[src/qmt_pkg.sv]
// Package for the qubit map table: field widths, operation and status codes,
// and the packed command, result and configuration types.
// Used by qmt_cfg, qmt_ctrl and qubit_map_table; depends on nothing.
package qmt_pkg;

    localparam int IDX_W      = 6;   // width of a qubit index
    localparam int CNT_W      = 7;   // counts up to 64 qubits
    localparam int MAP_W      = 7;   // map entry: mapped flag and real index
    localparam int MAPPED_BIT = 6;
    localparam int ST_W       = 2;
    localparam int MODE_W     = 3;
    localparam int STATUS_W   = 3;
    localparam int CFG_IDX_W  = 2;
    localparam int CFG_DATA_W = 7;

    // Operations
    localparam logic [MODE_W-1:0] MODE_INIT   = 3'd0;
    localparam logic [MODE_W-1:0] MODE_LOOKUP = 3'd1;
    localparam logic [MODE_W-1:0] MODE_WRITE  = 3'd2;
    localparam logic [MODE_W-1:0] MODE_REV    = 3'd3;
    localparam logic [MODE_W-1:0] MODE_ALLOC  = 3'd4;
    localparam logic [MODE_W-1:0] MODE_SWAP   = 3'd5;
    localparam logic [MODE_W-1:0] MODE_SET    = 3'd6;
    localparam logic [MODE_W-1:0] MODE_GET    = 3'd7;

    // Status codes
    localparam logic [STATUS_W-1:0] STAT_OK       = 3'd0;
    localparam logic [STATUS_W-1:0] STAT_RANGE    = 3'd1;
    localparam logic [STATUS_W-1:0] STAT_MAPPED   = 3'd2;
    localparam logic [STATUS_W-1:0] STAT_NO_FREE  = 3'd3;
    localparam logic [STATUS_W-1:0] STAT_BAD_SWAP = 3'd4;

    // Qubit states
    localparam logic [ST_W-1:0] QS_NONE = 2'd0;
    localparam logic [ST_W-1:0] QS_INIT = 2'd1;
    localparam logic [ST_W-1:0] QS_LIVE = 2'd2;

    // Configuration register indexes
    localparam logic [CFG_IDX_W-1:0] CFG_ACTIVE   = 2'd0;
    localparam logic [CFG_IDX_W-1:0] CFG_IDENTITY = 2'd1;
    localparam logic [CFG_IDX_W-1:0] CFG_INIT_ST  = 2'd2;

    localparam logic [CNT_W-1:0] ACTIVE_RESET = 7'd64;

    typedef struct packed {
        logic [MODE_W-1:0] mode;
        logic [IDX_W-1:0]  virt_index;
        logic [IDX_W-1:0]  real_index;
        logic [IDX_W-1:0]  other_real;
        logic [IDX_W-1:0]  new_real;
        logic              new_real_valid;
        logic [ST_W-1:0]   state_value;
    } item_t;

    typedef struct packed {
        logic [IDX_W-1:0]    index_result;
        logic                index_valid;
        logic [ST_W-1:0]     state_result;
        logic [STATUS_W-1:0] status;
    } result_t;

    // Configuration as seen by the controller.
    typedef struct packed {
        logic [CNT_W-1:0] count;      // effective number of qubits
        logic             identity;
        logic [ST_W-1:0]  init_state;
    } cfg_t;

    // The unused state code reads as live.
    function automatic logic [ST_W-1:0] state_clamp(input logic [ST_W-1:0] s);
        state_clamp = (s == 2'd3) ? QS_LIVE : s;
    endfunction

endpackage

[src/qmt_ram.sv]
// Generic single-port-write, single-port-read RAM with a registered read.
// Stand-alone; depends on nothing.
module qmt_ram #(
    parameter int WIDTH = 8,
    parameter int DEPTH = 64
) (
    input  logic                     clk,
    input  logic                     we,
    input  logic [$clog2(DEPTH)-1:0] waddr,
    input  logic [WIDTH-1:0]         wdata,
    input  logic [$clog2(DEPTH)-1:0] raddr,
    output logic [WIDTH-1:0]         rdata
);

    logic [WIDTH-1:0] mem [DEPTH];

    always_ff @(posedge clk)
    begin
        if (we)
        begin
            mem[waddr] <= wdata;
        end
    end

    always_ff @(posedge clk)
    begin
        rdata <= mem[raddr];
    end

endmodule

[src/qmt_cfg.sv]
// Configuration registers of the qubit map table and the effective qubit count.
// Depends on qmt_pkg.
module qmt_cfg #(
    parameter int DEPTH = 64
) (
    input  logic                             clk,
    input  logic                             rst_n,
    input  logic                             cfg_valid,
    output logic                             cfg_ready,
    input  logic [qmt_pkg::CFG_IDX_W-1:0]    cfg_index,
    input  logic [qmt_pkg::CFG_DATA_W-1:0]   cfg_data,
    output qmt_pkg::cfg_t                    cfg
);

    logic [qmt_pkg::CNT_W-1:0] active_reg;
    logic                      identity_reg;
    logic [qmt_pkg::ST_W-1:0]  init_st_reg;

    assign cfg_ready = 1'b1;

    always_ff @(posedge clk or negedge rst_n)
    begin
        if (!rst_n)
        begin
            active_reg   <= qmt_pkg::ACTIVE_RESET;
            identity_reg <= 1'b0;
            init_st_reg  <= qmt_pkg::QS_NONE;
        end
        else if (cfg_valid)
        begin
            case (cfg_index)
                qmt_pkg::CFG_ACTIVE:   active_reg   <= cfg_data[qmt_pkg::CNT_W-1:0];
                qmt_pkg::CFG_IDENTITY: identity_reg <= cfg_data[0];
                qmt_pkg::CFG_INIT_ST:  init_st_reg  <= cfg_data[qmt_pkg::ST_W-1:0];
                default:               ;
            endcase
        end
    end

    // The count never exceeds the storage depth.
    assign cfg.count      = (active_reg > qmt_pkg::CNT_W'(DEPTH)) ?
                            qmt_pkg::CNT_W'(DEPTH) : active_reg;
    assign cfg.identity   = identity_reg;
    assign cfg.init_state = init_st_reg;

endmodule

[src/qmt_ctrl.sv]
// Sequencer of the qubit map table: holds the map and state memories and
// steps each command through reads, scans and write-backs.
// Depends on qmt_pkg and qmt_ram.
module qmt_ctrl #(
    parameter int DEPTH = 64
) (
    input  logic             clk,
    input  logic             rst_n,
    input  logic             start,
    input  qmt_pkg::item_t   cmd,
    input  qmt_pkg::cfg_t    cfg,
    output logic             busy,
    output logic             done,
    output qmt_pkg::result_t result
);

    localparam int AW    = $clog2(DEPTH);
    localparam int IDX_W = qmt_pkg::IDX_W;
    localparam int CNT_W = qmt_pkg::CNT_W;
    localparam int MAP_W = qmt_pkg::MAP_W;
    localparam int ST_W  = qmt_pkg::ST_W;

    localparam logic [3:0] S_IDLE = 4'd0;
    localparam logic [3:0] S_INIT = 4'd1;
    localparam logic [3:0] S_RD   = 4'd2;
    localparam logic [3:0] S_SCAN = 4'd3;
    localparam logic [3:0] S_FREE = 4'd4;
    localparam logic [3:0] S_SRD0 = 4'd5;
    localparam logic [3:0] S_SRD1 = 4'd6;
    localparam logic [3:0] S_SRD2 = 4'd7;
    localparam logic [3:0] S_SWR0 = 4'd8;
    localparam logic [3:0] S_SWR1 = 4'd9;

    logic [3:0]             state_reg, state_next;
    qmt_pkg::item_t         op_reg, op_next;
    logic [CNT_W-1:0]       cnt_reg, cnt_next;
    logic                   pend_reg, pend_next;
    logic [CNT_W-1:0]       pidx_reg, pidx_next;
    logic                   f0_reg, f0_next, f1_reg, f1_next;
    logic [IDX_W-1:0]       v0_reg, v0_next, v1_reg, v1_next;
    logic [DEPTH-1:0]       used_reg, used_next;
    logic [ST_W-1:0]        st_r_reg, st_r_next, st_o_reg, st_o_next;
    logic [DEPTH-1:0]       map_vld_reg, st_vld_reg;
    logic                   mvq_reg, svq_reg;
    qmt_pkg::result_t       res_reg, res_next;
    logic                   done_reg, done_next;

    logic                   map_we, st_we;
    logic [AW-1:0]          map_waddr, map_raddr, st_waddr, st_raddr;
    logic [MAP_W-1:0]       map_wdata, map_rdata, map_q;
    logic [ST_W-1:0]        st_wdata, st_rdata, st_q;
    logic                   accept;

    qmt_ram #(.WIDTH(MAP_W), .DEPTH(DEPTH)) u_map_ram (
        .clk   (clk),
        .we    (map_we),
        .waddr (map_waddr),
        .wdata (map_wdata),
        .raddr (map_raddr),
        .rdata (map_rdata)
    );

    qmt_ram #(.WIDTH(ST_W), .DEPTH(DEPTH)) u_state_ram (
        .clk   (clk),
        .we    (st_we),
        .waddr (st_waddr),
        .wdata (st_wdata),
        .raddr (st_raddr),
        .rdata (st_rdata)
    );

    // Entries never written since reset read as unmapped / none.
    assign map_q  = mvq_reg ? map_rdata : '0;
    assign st_q   = svq_reg ? st_rdata : '0;
    assign busy   = (state_reg != S_IDLE);
    assign accept = start && (state_reg == S_IDLE);
    assign done   = done_reg;
    assign result = res_reg;

    always_comb
    begin
        logic [MAP_W-1:0] e;
        logic             virt_ok, real_ok, other_ok, nreal_ok, bad;

        state_next = state_reg;
        op_next    = op_reg;
        cnt_next   = cnt_reg;
        pend_next  = pend_reg;
        pidx_next  = pidx_reg;
        f0_next    = f0_reg;
        f1_next    = f1_reg;
        v0_next    = v0_reg;
        v1_next    = v1_reg;
        used_next  = used_reg;
        st_r_next  = st_r_reg;
        st_o_next  = st_o_reg;
        res_next   = res_reg;
        done_next  = 1'b0;
        map_we     = 1'b0;
        map_waddr  = '0;
        map_wdata  = '0;
        map_raddr  = '0;
        st_we      = 1'b0;
        st_waddr   = '0;
        st_wdata   = '0;
        st_raddr   = '0;
        e          = map_q;
        bad        = 1'b0;

        virt_ok  = {1'b0, cmd.virt_index} < cfg.count;
        real_ok  = {1'b0, cmd.real_index} < cfg.count;
        other_ok = {1'b0, cmd.other_real} < cfg.count;
        nreal_ok = {1'b0, cmd.new_real} < cfg.count;

        case (state_reg)
            S_IDLE:
            begin
                if (accept)
                begin
                    op_next   = cmd;
                    cnt_next  = '0;
                    pend_next = 1'b0;
                    f0_next   = 1'b0;
                    f1_next   = 1'b0;
                    v0_next   = '0;
                    v1_next   = '0;
                    used_next = '0;
                    res_next  = '0;
                    case (cmd.mode)
                        qmt_pkg::MODE_INIT:
                        begin
                            state_next = S_INIT;
                        end
                        qmt_pkg::MODE_LOOKUP, qmt_pkg::MODE_ALLOC:
                        begin
                            if (!virt_ok)
                            begin
                                res_next.status = qmt_pkg::STAT_RANGE;
                                done_next       = 1'b1;
                            end
                            else
                            begin
                                map_raddr  = cmd.virt_index[AW-1:0];
                                state_next = S_RD;
                            end
                        end
                        qmt_pkg::MODE_WRITE:
                        begin
                            done_next = 1'b1;
                            if (!virt_ok || (cmd.new_real_valid && !nreal_ok))
                            begin
                                res_next.status = qmt_pkg::STAT_RANGE;
                            end
                            else
                            begin
                                map_we    = 1'b1;
                                map_waddr = cmd.virt_index[AW-1:0];
                                map_wdata = cmd.new_real_valid ?
                                            {1'b1, cmd.new_real} : '0;
                            end
                        end
                        qmt_pkg::MODE_REV:
                        begin
                            if (!real_ok)
                            begin
                                res_next.status = qmt_pkg::STAT_RANGE;
                                done_next       = 1'b1;
                            end
                            else
                            begin
                                state_next = S_SCAN;
                            end
                        end
                        qmt_pkg::MODE_SWAP:
                        begin
                            if (!real_ok || !other_ok)
                            begin
                                res_next.status = qmt_pkg::STAT_RANGE;
                                done_next       = 1'b1;
                            end
                            else if (cmd.real_index == cmd.other_real)
                            begin
                                res_next.status = qmt_pkg::STAT_BAD_SWAP;
                                done_next       = 1'b1;
                            end
                            else
                            begin
                                state_next = S_SCAN;
                            end
                        end
                        qmt_pkg::MODE_SET:
                        begin
                            done_next = 1'b1;
                            if (!real_ok)
                            begin
                                res_next.status = qmt_pkg::STAT_RANGE;
                            end
                            else
                            begin
                                st_we    = 1'b1;
                                st_waddr = cmd.real_index[AW-1:0];
                                st_wdata = qmt_pkg::state_clamp(cmd.state_value);
                            end
                        end
                        default:
                        begin
                            if (!real_ok)
                            begin
                                res_next.status = qmt_pkg::STAT_RANGE;
                                done_next       = 1'b1;
                            end
                            else
                            begin
                                st_raddr   = cmd.real_index[AW-1:0];
                                state_next = S_RD;
                            end
                        end
                    endcase
                end
            end

            S_INIT:
            begin
                map_we    = 1'b1;
                map_waddr = cnt_reg[AW-1:0];
                map_wdata = (cfg.identity && (cnt_reg < cfg.count)) ?
                            {1'b1, cnt_reg[IDX_W-1:0]} : '0;
                st_we     = 1'b1;
                st_waddr  = cnt_reg[AW-1:0];
                st_wdata  = qmt_pkg::state_clamp(cfg.init_state);
                if (cnt_reg == CNT_W'(DEPTH - 1))
                begin
                    done_next  = 1'b1;
                    state_next = S_IDLE;
                end
                else
                begin
                    cnt_next = cnt_reg + 1'b1;
                end
            end

            S_RD:
            begin
                case (op_reg.mode)
                    qmt_pkg::MODE_LOOKUP:
                    begin
                        res_next.index_result = e[IDX_W-1:0];
                        res_next.index_valid  = e[qmt_pkg::MAPPED_BIT];
                        done_next             = 1'b1;
                        state_next            = S_IDLE;
                    end
                    qmt_pkg::MODE_ALLOC:
                    begin
                        if (e[qmt_pkg::MAPPED_BIT])
                        begin
                            res_next.status = qmt_pkg::STAT_MAPPED;
                            done_next       = 1'b1;
                            state_next      = S_IDLE;
                        end
                        else
                        begin
                            state_next = S_SCAN;
                        end
                    end
                    default:
                    begin
                        res_next.state_result = st_q;
                        done_next             = 1'b1;
                        state_next            = S_IDLE;
                    end
                endcase
            end

            S_SCAN:
            begin
                // Process the entry read last cycle, keeping the lowest match.
                if (pend_reg && e[qmt_pkg::MAPPED_BIT])
                begin
                    if ((e[IDX_W-1:0] == op_reg.real_index) && !f0_reg)
                    begin
                        f0_next = 1'b1;
                        v0_next = pidx_reg[IDX_W-1:0];
                    end
                    if ((e[IDX_W-1:0] == op_reg.other_real) && !f1_reg)
                    begin
                        f1_next = 1'b1;
                        v1_next = pidx_reg[IDX_W-1:0];
                    end
                    if ({1'b0, e[IDX_W-1:0]} < CNT_W'(DEPTH))
                    begin
                        used_next[e[AW-1:0]] = 1'b1;
                    end
                end
                if (cnt_reg < cfg.count)
                begin
                    map_raddr = cnt_reg[AW-1:0];
                    pend_next = 1'b1;
                    pidx_next = cnt_reg;
                    cnt_next  = cnt_reg + 1'b1;
                end
                else
                begin
                    pend_next = 1'b0;
                end
                if (!pend_reg && (cnt_reg >= cfg.count))
                begin
                    cnt_next = '0;
                    case (op_reg.mode)
                        qmt_pkg::MODE_REV:
                        begin
                            res_next.index_result = v0_reg;
                            res_next.index_valid  = f0_reg;
                            done_next             = 1'b1;
                            state_next            = S_IDLE;
                        end
                        qmt_pkg::MODE_ALLOC:
                        begin
                            state_next = S_FREE;
                        end
                        default:
                        begin
                            state_next = S_SRD0;
                        end
                    endcase
                end
            end

            S_FREE:
            begin
                if (cnt_reg >= cfg.count)
                begin
                    res_next.status = qmt_pkg::STAT_NO_FREE;
                    done_next       = 1'b1;
                    state_next      = S_IDLE;
                end
                else if (!used_reg[cnt_reg[AW-1:0]])
                begin
                    map_we                = 1'b1;
                    map_waddr             = op_reg.virt_index[AW-1:0];
                    map_wdata             = {1'b1, cnt_reg[IDX_W-1:0]};
                    res_next.index_result = cnt_reg[IDX_W-1:0];
                    res_next.index_valid  = 1'b1;
                    done_next             = 1'b1;
                    state_next            = S_IDLE;
                end
                else
                begin
                    cnt_next = cnt_reg + 1'b1;
                end
            end

            S_SRD0:
            begin
                st_raddr   = op_reg.real_index[AW-1:0];
                state_next = S_SRD1;
            end

            S_SRD1:
            begin
                st_r_next  = st_q;
                st_raddr   = op_reg.other_real[AW-1:0];
                state_next = S_SRD2;
            end

            S_SRD2:
            begin
                st_o_next = st_q;
                bad = (!f0_reg && !f1_reg) ||
                      (!f0_reg && (st_r_reg == qmt_pkg::QS_LIVE)) ||
                      (!f1_reg && (st_q == qmt_pkg::QS_LIVE));
                if (bad)
                begin
                    res_next.status = qmt_pkg::STAT_BAD_SWAP;
                    done_next       = 1'b1;
                    state_next      = S_IDLE;
                end
                else
                begin
                    state_next = S_SWR0;
                end
            end

            S_SWR0:
            begin
                map_we     = f0_reg;
                map_waddr  = v0_reg[AW-1:0];
                map_wdata  = {1'b1, op_reg.other_real};
                st_we      = 1'b1;
                st_waddr   = op_reg.real_index[AW-1:0];
                st_wdata   = st_o_reg;
                state_next = S_SWR1;
            end

            S_SWR1:
            begin
                map_we     = f1_reg;
                map_waddr  = v1_reg[AW-1:0];
                map_wdata  = {1'b1, op_reg.real_index};
                st_we      = 1'b1;
                st_waddr   = op_reg.other_real[AW-1:0];
                st_wdata   = st_r_reg;
                done_next  = 1'b1;
                state_next = S_IDLE;
            end

            default:
            begin
                state_next = S_IDLE;
            end
        endcase
    end

    always_ff @(posedge clk or negedge rst_n)
    begin
        if (!rst_n)
        begin
            state_reg   <= S_IDLE;
            done_reg    <= 1'b0;
            pend_reg    <= 1'b0;
            map_vld_reg <= '0;
            st_vld_reg  <= '0;
            mvq_reg     <= 1'b0;
            svq_reg     <= 1'b0;
        end
        else
        begin
            state_reg <= state_next;
            done_reg  <= done_next;
            pend_reg  <= pend_next;
            mvq_reg   <= map_vld_reg[map_raddr];
            svq_reg   <= st_vld_reg[st_raddr];
            if (map_we)
            begin
                map_vld_reg[map_waddr] <= 1'b1;
            end
            if (st_we)
            begin
                st_vld_reg[st_waddr] <= 1'b1;
            end
        end
    end

    always_ff @(posedge clk)
    begin
        op_reg   <= op_next;
        cnt_reg  <= cnt_next;
        pidx_reg <= pidx_next;
        f0_reg   <= f0_next;
        f1_reg   <= f1_next;
        v0_reg   <= v0_next;
        v1_reg   <= v1_next;
        used_reg <= used_next;
        st_r_reg <= st_r_next;
        st_o_reg <= st_o_next;
        res_reg  <= res_next;
    end

`ifndef SYNTHESIS
    a_done_has_cause: assert property (@(posedge clk) disable iff (!rst_n)
        done_reg |-> $past(state_reg != S_IDLE || start))
        else $error("result strobe without a command in flight");

    a_error_clears_fields: assert property (@(posedge clk) disable iff (!rst_n)
        (done_reg && res_reg.status != qmt_pkg::STAT_OK) |->
        (res_reg.index_result == '0 && !res_reg.index_valid &&
         res_reg.state_result == '0))
        else $error("error result carries data");

    a_accept_progresses: assert property (@(posedge clk) disable iff (!rst_n)
        accept |=> (state_reg != S_IDLE || done_reg))
        else $error("accepted command neither started nor finished");

    a_scan_bounded: assert property (@(posedge clk) disable iff (!rst_n)
        (state_reg == S_SCAN || state_reg == S_FREE) |-> (cnt_reg <= cfg.count))
        else $error("scan counter ran past the active count");
`endif

endmodule

[src/qubit_map_table.sv]
// Qubit map table: virtual-to-real map and per-qubit state in synchronous RAMs.
// Range errors, self-swaps, map writes and set state finish from idle; lookup, get
// state and allocate of a mapped qubit pass through a read state; reverse lookup
// scans the map; swap scans, reads both states and writes back unless refused;
// allocate scans and walks the marks; init writes every entry. One command at a time.
// Reset is asynchronous; untouched entries read unmapped / none, no clearing.
//
// Commands are accepted on start while busy is low. Each command yields one
// result beat, shown on result for the single cycle in which done is high;
// the receiver cannot stall it. busy drops in the same cycle as done, so the
// next command may follow at once.
//
// Scans of the map (reverse lookup, swap, allocate) read one map entry per
// cycle through the single read port of the map RAM, so their length is set
// by the active count. Allocate first marks every real qubit in use during
// that scan, then walks the marks from the lowest real qubit upwards.
// Configuration writes are always accepted and must only be made while idle.
module qubit_map_table #(
    parameter int MAX_QUBITS = 64
) (
    input  logic                           clk,
    input  logic                           rst_n,
    input  logic                           start,
    output logic                           busy,
    input  qmt_pkg::item_t                 cmd,
    output logic                           done,
    output qmt_pkg::result_t               result,
    input  logic                           cfg_valid,
    output logic                           cfg_ready,
    input  logic [qmt_pkg::CFG_IDX_W-1:0]  cfg_index,
    input  logic [qmt_pkg::CFG_DATA_W-1:0] cfg_data
);

    // Indices are six bits wide, so no more than 64 entries are reachable.
    localparam int DEPTH = (MAX_QUBITS < 64) ? MAX_QUBITS : 64;

    qmt_pkg::cfg_t cfg;

    qmt_cfg #(.DEPTH(DEPTH)) u_cfg (
        .clk       (clk),
        .rst_n     (rst_n),
        .cfg_valid (cfg_valid),
        .cfg_ready (cfg_ready),
        .cfg_index (cfg_index),
        .cfg_data  (cfg_data),
        .cfg       (cfg)
    );

    qmt_ctrl #(.DEPTH(DEPTH)) u_ctrl (
        .clk    (clk),
        .rst_n  (rst_n),
        .start  (start),
        .cmd    (cmd),
        .cfg    (cfg),
        .busy   (busy),
        .done   (done),
        .result (result)
    );

endmodule
[config.mk]
export PLATFORM = sky130hd
export DESIGN_NAME = qubit_map_table
export DESIGN_NICKNAME = d
export VERILOG_FILES = /design/src/qmt_pkg.sv /design/src/qmt_ram.sv /design/src/qmt_cfg.sv /design/src/qmt_ctrl.sv /design/src/qubit_map_table.sv
export SDC_FILE = /design/constraint.sdc
export NUM_CORES = 1
export LEC_CHECK = 0
export BUFFER_PORTS_ARGS = -buffer_cell sky130_fd_sc_hd__clkbuf_2
export CORE_MARGIN = 8
export CORE_UTILIZATION = 35
export DETAILED_ROUTE_END_ITERATION = 8
export GPL_TIMING_DRIVEN = 0
export HOLD_SLACK_MARGIN = 0.1
export PLACE_DENSITY = 0.51
export SLEW_MARGIN = 20
export SYNTH_ARGS = -nofsm -noshare
export SYNTH_HDL_FRONTEND = slang
export SYNTH_HIERARCHICAL = 1
export SYNTH_SLANG_ARGS = --single-unit
[constraint.sdc]
create_clock -name clk -period 11.9 [get_ports clk]
set_input_delay 1.19 -clock clk [delete_from_list [all_inputs] [get_ports clk]]
set_output_delay 1.19 -clock clk [all_outputs]
set_load 0.1 [all_outputs]
# Word-level counts from Yosys, hierarchy flattened
# Memory sizes are Yosys's and may differ from the RTL's. A register that Yosys moved wholly into a read port is not among the register bits.
# Index checks and enable logic that the tools add are counted.
# Widths: inputs -> output; s select.
[word_totals]
ramBits = 576
register_bits = 274
word_cells = 291
mem_count = 2
out_inout_bits = 15
input_bits = 43
[classes]
bitwise = 3
n_lt_le_gt_ge = 16
n_reduce_logical = 52
addsub = 1
muxes = 137
eq_ne = 53
[memory_table]
columns = ["memory", "words", "width", "read_ports", "rd_ports_with_merged_regs", "wr", "line_no", "source"]
rows = [
  ["u_ctrl.u_map_ram.mem", 64, 7, 1, 1, 1, "qmt_ram.sv:15", "logic [WIDTH-1:0] mem [DEPTH];"],
  ["u_ctrl.u_state_ram.mem", 64, 2, 1, 1, 1, "qmt_ram.sv:15", ""],
]
[ops]
columns = ["op", "count"]
rows = [
  ["$or 64x64->64", 3],
  ["$mux 7", 20],
  ["$mux 64", 2],
  ["$pmux 64 s2", 1],
  ["$mux 6", 19],
  ["$pmux 7 s4", 2],
  ["$mux 4", 12],
  ["$lt 6x7->1 const B", 6],
  ["$mux 1", 39],
  ["$pmux 4 s9", 1],
  ["$pmux 6 s2", 3],
  ["$pmux 7 s5", 1],
  ["$pmux 6 s5", 1],
  ["$lt 6x7->1", 4],
  ["$pmux 3 s4", 2],
  ["$pmux 6 s4", 1],
  ["$ne 2x1->1 const B", 10],
  ["$pmux 4 s5", 1],
  ["$bmux 1 s6", 3],
  ["$demux 1 s6", 3],
  ["$eq 6x6->1", 3],
  ["$ge 6x1->1 const B", 3],
  ["$mux 3", 6],
  ["$pmux 6 s3", 1],
  ["45 further kinds", 115],
]

# Depth between registers and ports, before layout
# Gate-level depths: netlist of the first run.
[logic_depth]
word_depth = 15
mapped_depth = 19
depth_no_buf = 14

# Cells and area by module
# The synthesis of the first run kept the hierarchy.
[by_module_without_submodules]
columns = ["module", "n_inst", "area_each_um2", "cells_each", "seq_area_each_um2"]
rows = [
  ["qmt_ram at u_ctrl.u_map_ram", 1, 17673.2, 837, 13593.0],
  ["qmt_ctrl", 1, 13844.5, 1345, 7247.0],
  ["qmt_ram at u_ctrl.u_state_ram", 1, 5446.5, 316, 3883.7],
  ["qmt_cfg", 1, 457.9, 33, 251.5],
]

# Least setup slack after synthesis of the first run
# Ideal clock, no wire load.
[synth_timing]
path_kind = "input port to flip-flop"
start = "in cmd[23] (netlist name)"
end = "mem u_ctrl/u_map_ram/mem[16][0] (netlist name), enable pin"
setup_time_ns = 0.360
cell_stages = 14
slack_ns = 7.278
n_path_buf = 4
arrival_ns = 4.262
required_time_ns = 11.540
cell_sequence = "ha_1 -> a21oi_1 -> o21ai_0 -> a21oi_1 -> nand2_1 -> a211oi_1 -> buf_2 -> a221o_2 -> buf_2 -> clkbuf_1 -> nand2b_1 -> or2_2 -> clkbuf_1 -> nor2_1"
[synth_via]
word_cells_on_any_way = 13
cone_classes = "order compare (1); mux (10); reduce/logical (2)"
[synth_rtl]
columns = ["item", "line_no", "source"]
rows = [
  ["start: declaration", "qubit_map_table.sv:25", "input qmt_pkg::item_t cmd,"],
  ["$lt 6x7->1", "qmt_ctrl.sv:110", "virt_ok = {1'b0, cmd.virt_index} < cfg.count;"],
  ["$logic_not 1->1", "--", ""],
  ["$logic_or 1x1->1", "qmt_ctrl.sv:150", "if (!virt_ok || (cmd.new_real_valid && !nreal_ok))"],
  ["$mux 6", "qmt_ctrl.sv:150", ""],
  ["$mux 6", "qmt_ctrl.sv:129", "case (cmd.mode)"],
  ["$mux 6", "qmt_ctrl.sv:118", "if (accept)"],
  ["$pmux 6 s5", "qmt_ctrl.sv:115", "case (state_reg)"],
  ["named net u_ctrl.map_waddr[4]", "qmt_ctrl.sv:49", "logic [AW-1:0] map_waddr, map_raddr, st_waddr, st_raddr;"],
  ["end: declaration", "qmt_ram.sv:15", ""],
]
# The timed path passes the listed nets, and every way through them passes these cells.

==> results of run 1 <==
-- cell type report --
type | instances | share of cell area (%)
multi-input cells | 1480 | 27.20
repair buffers | 67 | 1.078
clock buffers | 128 | 6.106
inverters | 46 | 0.4090
well taps | 1403 | 4.099
diodes | 1 | 0.005844
plain buffers | 146 | 1.712
clock inverters | 49 | 1.064
flip-flops and latches | 859 | 58.32
-- worst paths after layout --
kind                                        start                         to  slack (ns)  cells past startpoint
setup / recovery              u_cfg/active_reg[6]  u_ctrl/u_map_ram/rdata[2]        5.30                     15
hold / removal             u_ctrl/map_vld_reg[48]     u_ctrl/map_vld_reg[48]        0.45                      1
setup reg to reg              u_cfg/active_reg[6]  u_ctrl/u_map_ram/rdata[2]        5.30                     15
hold reg to reg            u_ctrl/map_vld_reg[48]     u_ctrl/map_vld_reg[48]        0.45                      1
max in group asynchronous                   rst_n      u_ctrl/st_vld_reg[56]       10.59                      2
min in group asynchronous                   rst_n        u_ctrl/state_reg[2]        0.52                      1
-- metal layers --
layer,vias to the layer above,share of wire (%),wire [um],global-route usage [%]
met4,4,2.8,2970,5.765
li1,10170,-,-,-
met3,188,6.1,6425,2.827
met1,12050,43,45270,23.72
met2,830,48,49810,28.70
met5,-,0.027,28,0
-- synth_stat cells (28+ instances only) --
library cell / number / area (um2)
ha_1: 28 / 350.3
clkbuf_1: 82 / 307.8
mux4_2: 140 / 3153
nand2_1: 171 / 641.9
buf_2: 34 / 170.2
nand3_1: 52 / 260.3
edfxtp_1: 704 / 21140
nor2_1: 275 / 1032
o21bai_1: 80 / 600.6
dfrtp_1: 145 / 3628
mux2i_1: 50 / 500.5
nor3_1: 33 / 165.2
a22oi_1: 44 / 330.3
inv_1: 42 / 157.7
a21o_1: 58 / 435.4
a21oi_1: 142 / 710.7
-- metrics by stage --
stage / power [uW] / std cells
2_1_floorplan: 5782 / 2531
3_3_place_gp: 6731 / 3989
3_5_place_dp: 6815 / 4001
4_1_cts: 9717 / 4178
5_1_grt: 10060 / 4178
6_report: 9643 / 4179
-- report_power, final --
part	switching, uW	internal [uW]
Combinational	1900	844
Sequential	202	3820
Clock	1200	1680
Total	3300	6340
-- cell families after synthesis --
logic type               count (synthesis)  synth area share [%]
AND/OR/NAND/NOR                        719                 9.104
adder cells (fa/ha/maj)                 28                0.9362
AO/OA/AOI/OAI                          489                 9.078
other                                    1               0.01002
multiplexers                           218                 11.13
flip-flops                             859                 66.74
XOR/XNOR                                25                0.5851
buffers and inverters                  192                 2.421
-- worst max-delay path: stages (launching register included) --
cell	delay (ns)
dfstp_2	0.62
clkbuf_1	0.32
inv_1	0.19
ha_1	0.36
a21oi_1	0.21
o21ai_0	0.27
nor3_2	0.89
a22oi_1	0.43
inv_1	0.18
clkbuf_1	0.39
clkbuf_1	0.39
clkbuf_1	0.77
mux4_2	0.36
mux2i_1	0.13
a211oi_1	0.70
a22o_1	0.29
==> run summary, run 1 <==
The die outline area came out at 0.1176 mm2. The setup TNS after final layout is 0 ns. The final critical path time including I/O delays and setup is 6.602 ns. The leading cell type in the layout, fill and taps excluded is edfxtp_1. On the final layout, the worst clock skew is 0.03900 ns. The run finished with clean final reports. Clock-pin slew was measured on the worst setup and hold paths at 0.06 ns.

The net count of the mapped netlist came out at 2,602. The routability-driven placement congestion ratio is 0.8783. The post-synthesis sequential element count is 859. The worst setup path is of the reg2reg kind.

The sink count of the clock tree is 859. The multi-input combinational cell area came out at 0.01165 mm2. The number of pins exceeding their max-slew limit in the final report is 0.

The maximum level of the CTS H-tree is 3. In this run the worst path has a maximum fanout of 13. The global routing usage summed across all routing layers came out at 17.49%. The sequential cell area fraction in the yosys report came out at 66.74%.

Across all layers, the routed design uses 23.24k vias. The share of the core filled with cells in the final layout came out at 40.17%. In this run the count of I/O pins placed on the die edge is 58. The fraction of registers with async set/reset is 17.00%. The first routing iteration left 2,209 violations.

The growth of design area from synthesis to finish is 14.43%. Dividing the detail-routed via count by the number of cells gives 5.562. The number of warnings printed during yosys synthesis came out at 6. IR analysis of the VDD net gives a maximum drop of 112.4 uV. After detailed routing, the average wire length per cell comes to 25.01 um. The total count of hold-check failures in the final report came out at 0. In the layout the commonest cells are edfxtp_1, nor2_1, nand2_1.

The number of antenna violations at the first check in global routing is 10. The via count of the first global-routing pass is 23.83k. The global-route wire length before repair is 155,400 um. The starting density of the core is 35.10%. The wire-length estimate of the detail-placed layout is 72,370 um. The area of all placed cells without fillers is 0.04282 mm2.

The layout has 9,842 filler cells. The final layout contains routed wiring with a total length of 104,500 um. The number of antenna-violating nets in the routed design is 0. The worst setup margin is 5.298 ns. The kind of path behind the tightest hold check is reg2reg. The final critical path takes up 55.48% of the cycle.

The largest net degree at the start of global routing came out at 76. The tree is rooted in a clkbuf_16. The worst-margin pin slew came out at 1.175 ns. The mean instance size in the synthesized netlist came out at 14.79 um2.

The row count is 120. The nature of the critical path startpoint is a flop. The analysis attributes to cell leakage a power of 0.01530 uW. The worst setup path is captured at a flop. The register with the most flip-flops in the layout has 448 of them. The worst endpoint required time came out at 12.51 ns.

The count of unique library cells instantiated by Yosys came out at 86. Setup repair after global routing left no endpoint under its margin. The TritonCTS clock tree is built. The worst hold slack came out at 0.4534 ns. The post-CTS resize count is 0. Derived from the worst setup path, the maximum achievable clock frequency is 151.5 MHz.

The predominant post-synthesis flop cell is edfxtp_1. The number of nets in the final layout came out at 2,767. The post-synthesis instance area is 0.03742 mm2.

The total clock buffers created by CTS is 96. The total setup violations reported at the end of the flow is 0. The first-pass detailed-route iteration total is 7. The later-pin clock latency in the skew report came out at 0.68 ns. The vertical die dimension came out at 343.0 um. The core region is 0.1066 mm2.

The largest registers in the layout are u_ctrl/u_map_ram/mem x448, u_ctrl/u_state_ram/mem x128. In this run the tightest slew margin relative to its limit is 21.47%. The synthesized netlist cell count is 2,531.

The number of enable-type register cells in the synthesized netlist came out at 704. u_ctrl/u_map_ram/mem holds more flip-flops than any other register. Across the run, the number of max-cap violations was 0. The total cell area at the placement stage is 0.03975 mm2. The count of hold-fix buffers inserted at cts is 0. At the placement stage, the worst setup path has a slack of 5.065 ns. The deepest clock path buffer count came out at 3. The port buffer count is 55. The aggregate global routing overflow came out at 0. For this run, design rule violations remaining after detail routing come to 0. The overall die width came out at 343.0 um. The power per standard cell area is 225.2 mW/mm2. In the final layout, the share of cells above drive strength 1 is 17.15%. The post-CTS setup repair buffer count is 0. The data arrival time of the critical path came out at 7.21 ns. The sequential cell area came out at 0.02498 mm2.
Note: power is estimated with default switching activity, not from simulation.
==> inputs of run 2 (changes only) <==
--- a/config.mk
+++ b/config.mk
@@ -11,7 +11,7 @@
 export DETAILED_ROUTE_END_ITERATION = 8
 export GPL_TIMING_DRIVEN = 0
 export HOLD_SLACK_MARGIN = 0.1
-export PLACE_DENSITY = 0.51
+export PLACE_DENSITY = 0.53
 export SLEW_MARGIN = 20
 export SYNTH_ARGS = -nofsm -noshare
 export SYNTH_HDL_FRONTEND = slang
==> constraint.sdc (replaced) <==
create_clock -name clk -period 5.4 [get_ports clk]
set_input_delay 0.54 -clock clk [delete_from_list [all_inputs] [get_ports clk]]
set_output_delay 0.54 -clock clk [all_outputs]
set_load 0.1 [all_outputs]
==> run 2 against run 1 <==
Net effect: maximum frequency rose by 26%; die area stayed put; sequential power up 120%; critical endpoint is now u_ctrl/u_map_ram/rdata[3]; largest cell class unchanged; largest power group unchanged.
==> run summary, run 2 (synthesis gave the netlist of run 1 again) <==
The run finished with clean final reports. In this run the critical register-to-register path is launched from u_cfg/active_reg[6]. The slack of the worst reg-to-reg path was 0.14 ns (-5.15 ns). The vertical die dimension came out at 343.0 um (unchanged). The final HPWL from detailed placement came to 71,960 um (-0.58%). The highest ir drop seen on vdd is 278.3 uV (+150%). STA classifies the critical path startpoint as a flop. The total length of routed wires is 103,900 um (-0.55%). The total setup violations reported at the end of the flow is 0 (unchanged).

The net switching power came to 7291 uW (+120%). The met3 usage in global routing is 2.374% (-0.45 points). The total count of hold-check failures in the final report is 0 (unchanged).

In this run the clock root is driven by a clkbuf_16. The met1 layer usage reported by global route came out at 24.02% (+0.29 points). The total I/O pin count came out at 58 (unchanged). The row count was 120 (unchanged).

The critical-path maximum fanout came out at 12 (-1). The largest net degree at the start of global routing is 76 (unchanged). The routability-driven placement congestion ratio came out at 0.8835 (+0.59%). The share of layout cells above drive strength 1 is 19.68% (+2.5 points). The clock skew came out at 0.03652 ns (-0.002480 ns). The startpoint identified for the worst hold timing path is cmd[13]. The overall die width came out at 343.0 um (unchanged). The via count of the first global-routing pass is 23.60k (-0.96%). The TritonCTS clock tree is built. The growth of design area from synthesis to finish came out at 15.06%. The worst slack after detailed placement is -1.213 ns (-6.277 ns).

The flip-flop count of the largest register after layout is 448 (unchanged). The die outline area was 0.1176 mm2 (unchanged). The deepest clock path buffer count is 3 (unchanged). The setup TNS after final layout was 0 ns (unchanged). The global-route wire length before repair was 154,500 um (-0.57%). The instance count along the most critical hold path came out at 1 (unchanged). In the final layout, the registers with the most flip-flops are u_ctrl/u_map_ram/mem x448, u_ctrl/u_state_ram/mem x128. The total clock buffers created by CTS is 90 (-6.3%). The number of cells on the worst reg-to-reg path came out at 15 (unchanged). The port buffer count was 55 (unchanged). The worst hold slack is 0.1491 ns (-0.3043 ns). The worst setup path is captured at a flop.

The number of fillers in the final layout came to 9,835 (-0.071%). The number of antenna violations at the first check in global routing was 5 (-5). The aggregate global routing overflow was 0 (unchanged). The final critical path time including I/O delays and setup is 5.256 ns (-1.346 ns). The later-pin clock latency in the skew report came out at 0.66 ns (-0.02 ns). The fraction of power consumed by combinational cells came to 29.3% (+0.8 points). The part of the total power dissipated in the clock network came out at 28.5% (-1.3 points). For hold timing, the worst endpoint is u_ctrl/op_reg[13].

The number of DRC markers in iteration 0 was 2,473 (+12%). The max capacitance violation total came out at 0 (unchanged). The worst endpoint required time was 5.95 ns (-6.56 ns).

The starting density of the core is 35.10% (unchanged). The sink count of the clock tree came out at 859 (unchanged). Ranked by flip-flop count, first place goes to u_ctrl/u_map_ram/mem. The number of pins exceeding their max-slew limit in the final report is 0 (unchanged). The leading cell type in the layout, fill and taps excluded is edfxtp_1.

The share of the clock period used by the worst path after layout was 97.34% (+42 points). Setup repair after global routing could not meet its margin everywhere. The detail-routed net length per standard cell was 24.89 um (-0.48%). The number of antenna-violating nets in the routed design is 0 (unchanged). The clock slew at the register clock pins of the worst setup and hold paths is 0.06 ns (about the same). The global routing stage identified its most utilized layer as met2. The DRC violation count after routing came out at 0 (unchanged).

The area of the core came out at 0.1066 mm2 (unchanged). The power per standard cell area came out at 487.7 mW/mm2 (+120%). The switching power as a share of total power came out at 34.72% (+0.49 points). The detailed-route via count came out at 23.35k (+0.44%). The highest attainable clock frequency is 190.2 MHz (+26%). The global routing usage summed across all routing layers came out at 17.32% (-0.17 points). The critical path class is reg2reg. The first-pass detailed-route iteration total is 6 (-1). The normalized max-slew margin came out at 21.72% (+0.25 points). The maximum level of the CTS H-tree is 3 (unchanged). The detailed-route vias per instance came out at 5.591 (+0.52%). The total internal power was 13,710 uW (+120%). The worst setup margin came out at 0.1437 ns (-5.154 ns).

The part of the power in registers came to 42.2% (+0.5 points). The data arrival time of the critical path is 5.81 ns (-1.40 ns). The met2 track utilization from global routing is 28.41% (-0.28 points). The worst-margin pin slew came to 1.174 ns (-0.001265 ns). The top cell types in the final layout, fill and taps aside, are edfxtp_1, nor2_1, nand2_1.

The number of nets in the final layout is 2,773 (+0.22%). The kind of path behind the tightest hold check is in2reg. The leakage power of the design came out at 0.01533 uW (+0.19%). In this run the critical register-to-register path is captured at u_ctrl/u_map_ram/rdata[3].
-- run 2: changes by cell type in the layout (fill, tap and decap cells not counted), sizes merged, moves of 2 or more --
| cell | before | now |
|---|---|---|
| buf | 75 | 83 |
| dlygate4sd3 | 0 | 9 |
| diode | 1 | 3 |
| clkbuf | 266 | 242 |
-- run 2: through the flow --
| step | std cells | power (uW) | util (%) | instance area, um2 |
|---|---|---|---|---|
| after floorplan | 2531 | 12740 | - | 37420 |
| after global routing | 4173 | 21890 | 40.38 | 43050 |
| final | 4176 | 21000 | 40.39 | 43060 |
| after global placement | 3989 | 14780 | 37.01 | 39450 |
| after CTS | 4171 | 21080 | 40.23 | 42890 |
| after detailed placement | 4000 | 14960 | 37.26 | 39720 |
-- run 2: timing repair --
action | CTS | global route
gates resized for setup | 74 | 26
setup buffers | 5 | 6
pin swaps | 3 | 7
hold buffers | 9 | 0
endpoints found under the hold margin | 79 | 0
setup endpoints to repair | 455 | 205
-- run 2: final cells by class --
type	instances	area (um2)	area share, %
sequential	859	24980	58.00
multi-input combinational	1480	11910	27.66
clock buffer	109	2396	5.565
tap	1403	1755	4.077
buffer	139	733.2	1.703
timing repair buffer	86	669.4	1.555
clock inverter	51	431.7	1.003
inverter	46	177.7	0.4126
antenna	3	7.507	0.01744
-- run 2: power groups by stage --
stage	Combinational, uW	Sequential [uW]	Clock [uW]
floorplan	3650	9090	0
global placement	5760	9020	0
detailed placement	5990	8970	0
CTS	6100	8850	6120
global route	6580	8940	6370
finish	6160	8860	5980
-- run 2: routing by layer --
layer,routed length [um],part of all wire [%]
met5,0,0
met4,2635,2.5
met3,6692,6.4
met2,49480,48
met1,45120,43
-- run 2: worst max-delay path by stage --
stage	depth (start not counted)	start	end	slack, ns
floorplan	15	u_cfg/active_reg[6]	u_ctrl/u_map_ram/rdata[0]	0.97
CTS	17	u_ctrl/cnt_reg[0]	u_ctrl/u_map_ram/mem[2][5]	-0.09
detailed placement	15	u_cfg/active_reg[6]	u_ctrl/u_map_ram/rdata[1]	-1.21
finish	15	u_cfg/active_reg[6]	u_ctrl/u_map_ram/rdata[3]	0.14
global placement	15	u_cfg/active_reg[6]	u_ctrl/u_map_ram/rdata[2]	-1.20
global route	15	u_cfg/active_reg[6]	u_ctrl/u_map_ram/rdata[3]	-0.08
-- run 2: critical path: stages, from the launching register on --
cell	delay, ns
dfstp_2	0.63
clkbuf_1	0.32
inv_1	0.19
ha_1	0.37
a21oi_1	0.19
o21ai_1	0.21
nor3_4	0.41
a22oi_1	0.29
inv_1	0.37
clkbuf_2	0.34
buf_4	0.30
buf_2	0.36
clkbuf_2	0.31
o221ai_1	0.16
o21ai_1	0.30
a32o_1	0.37
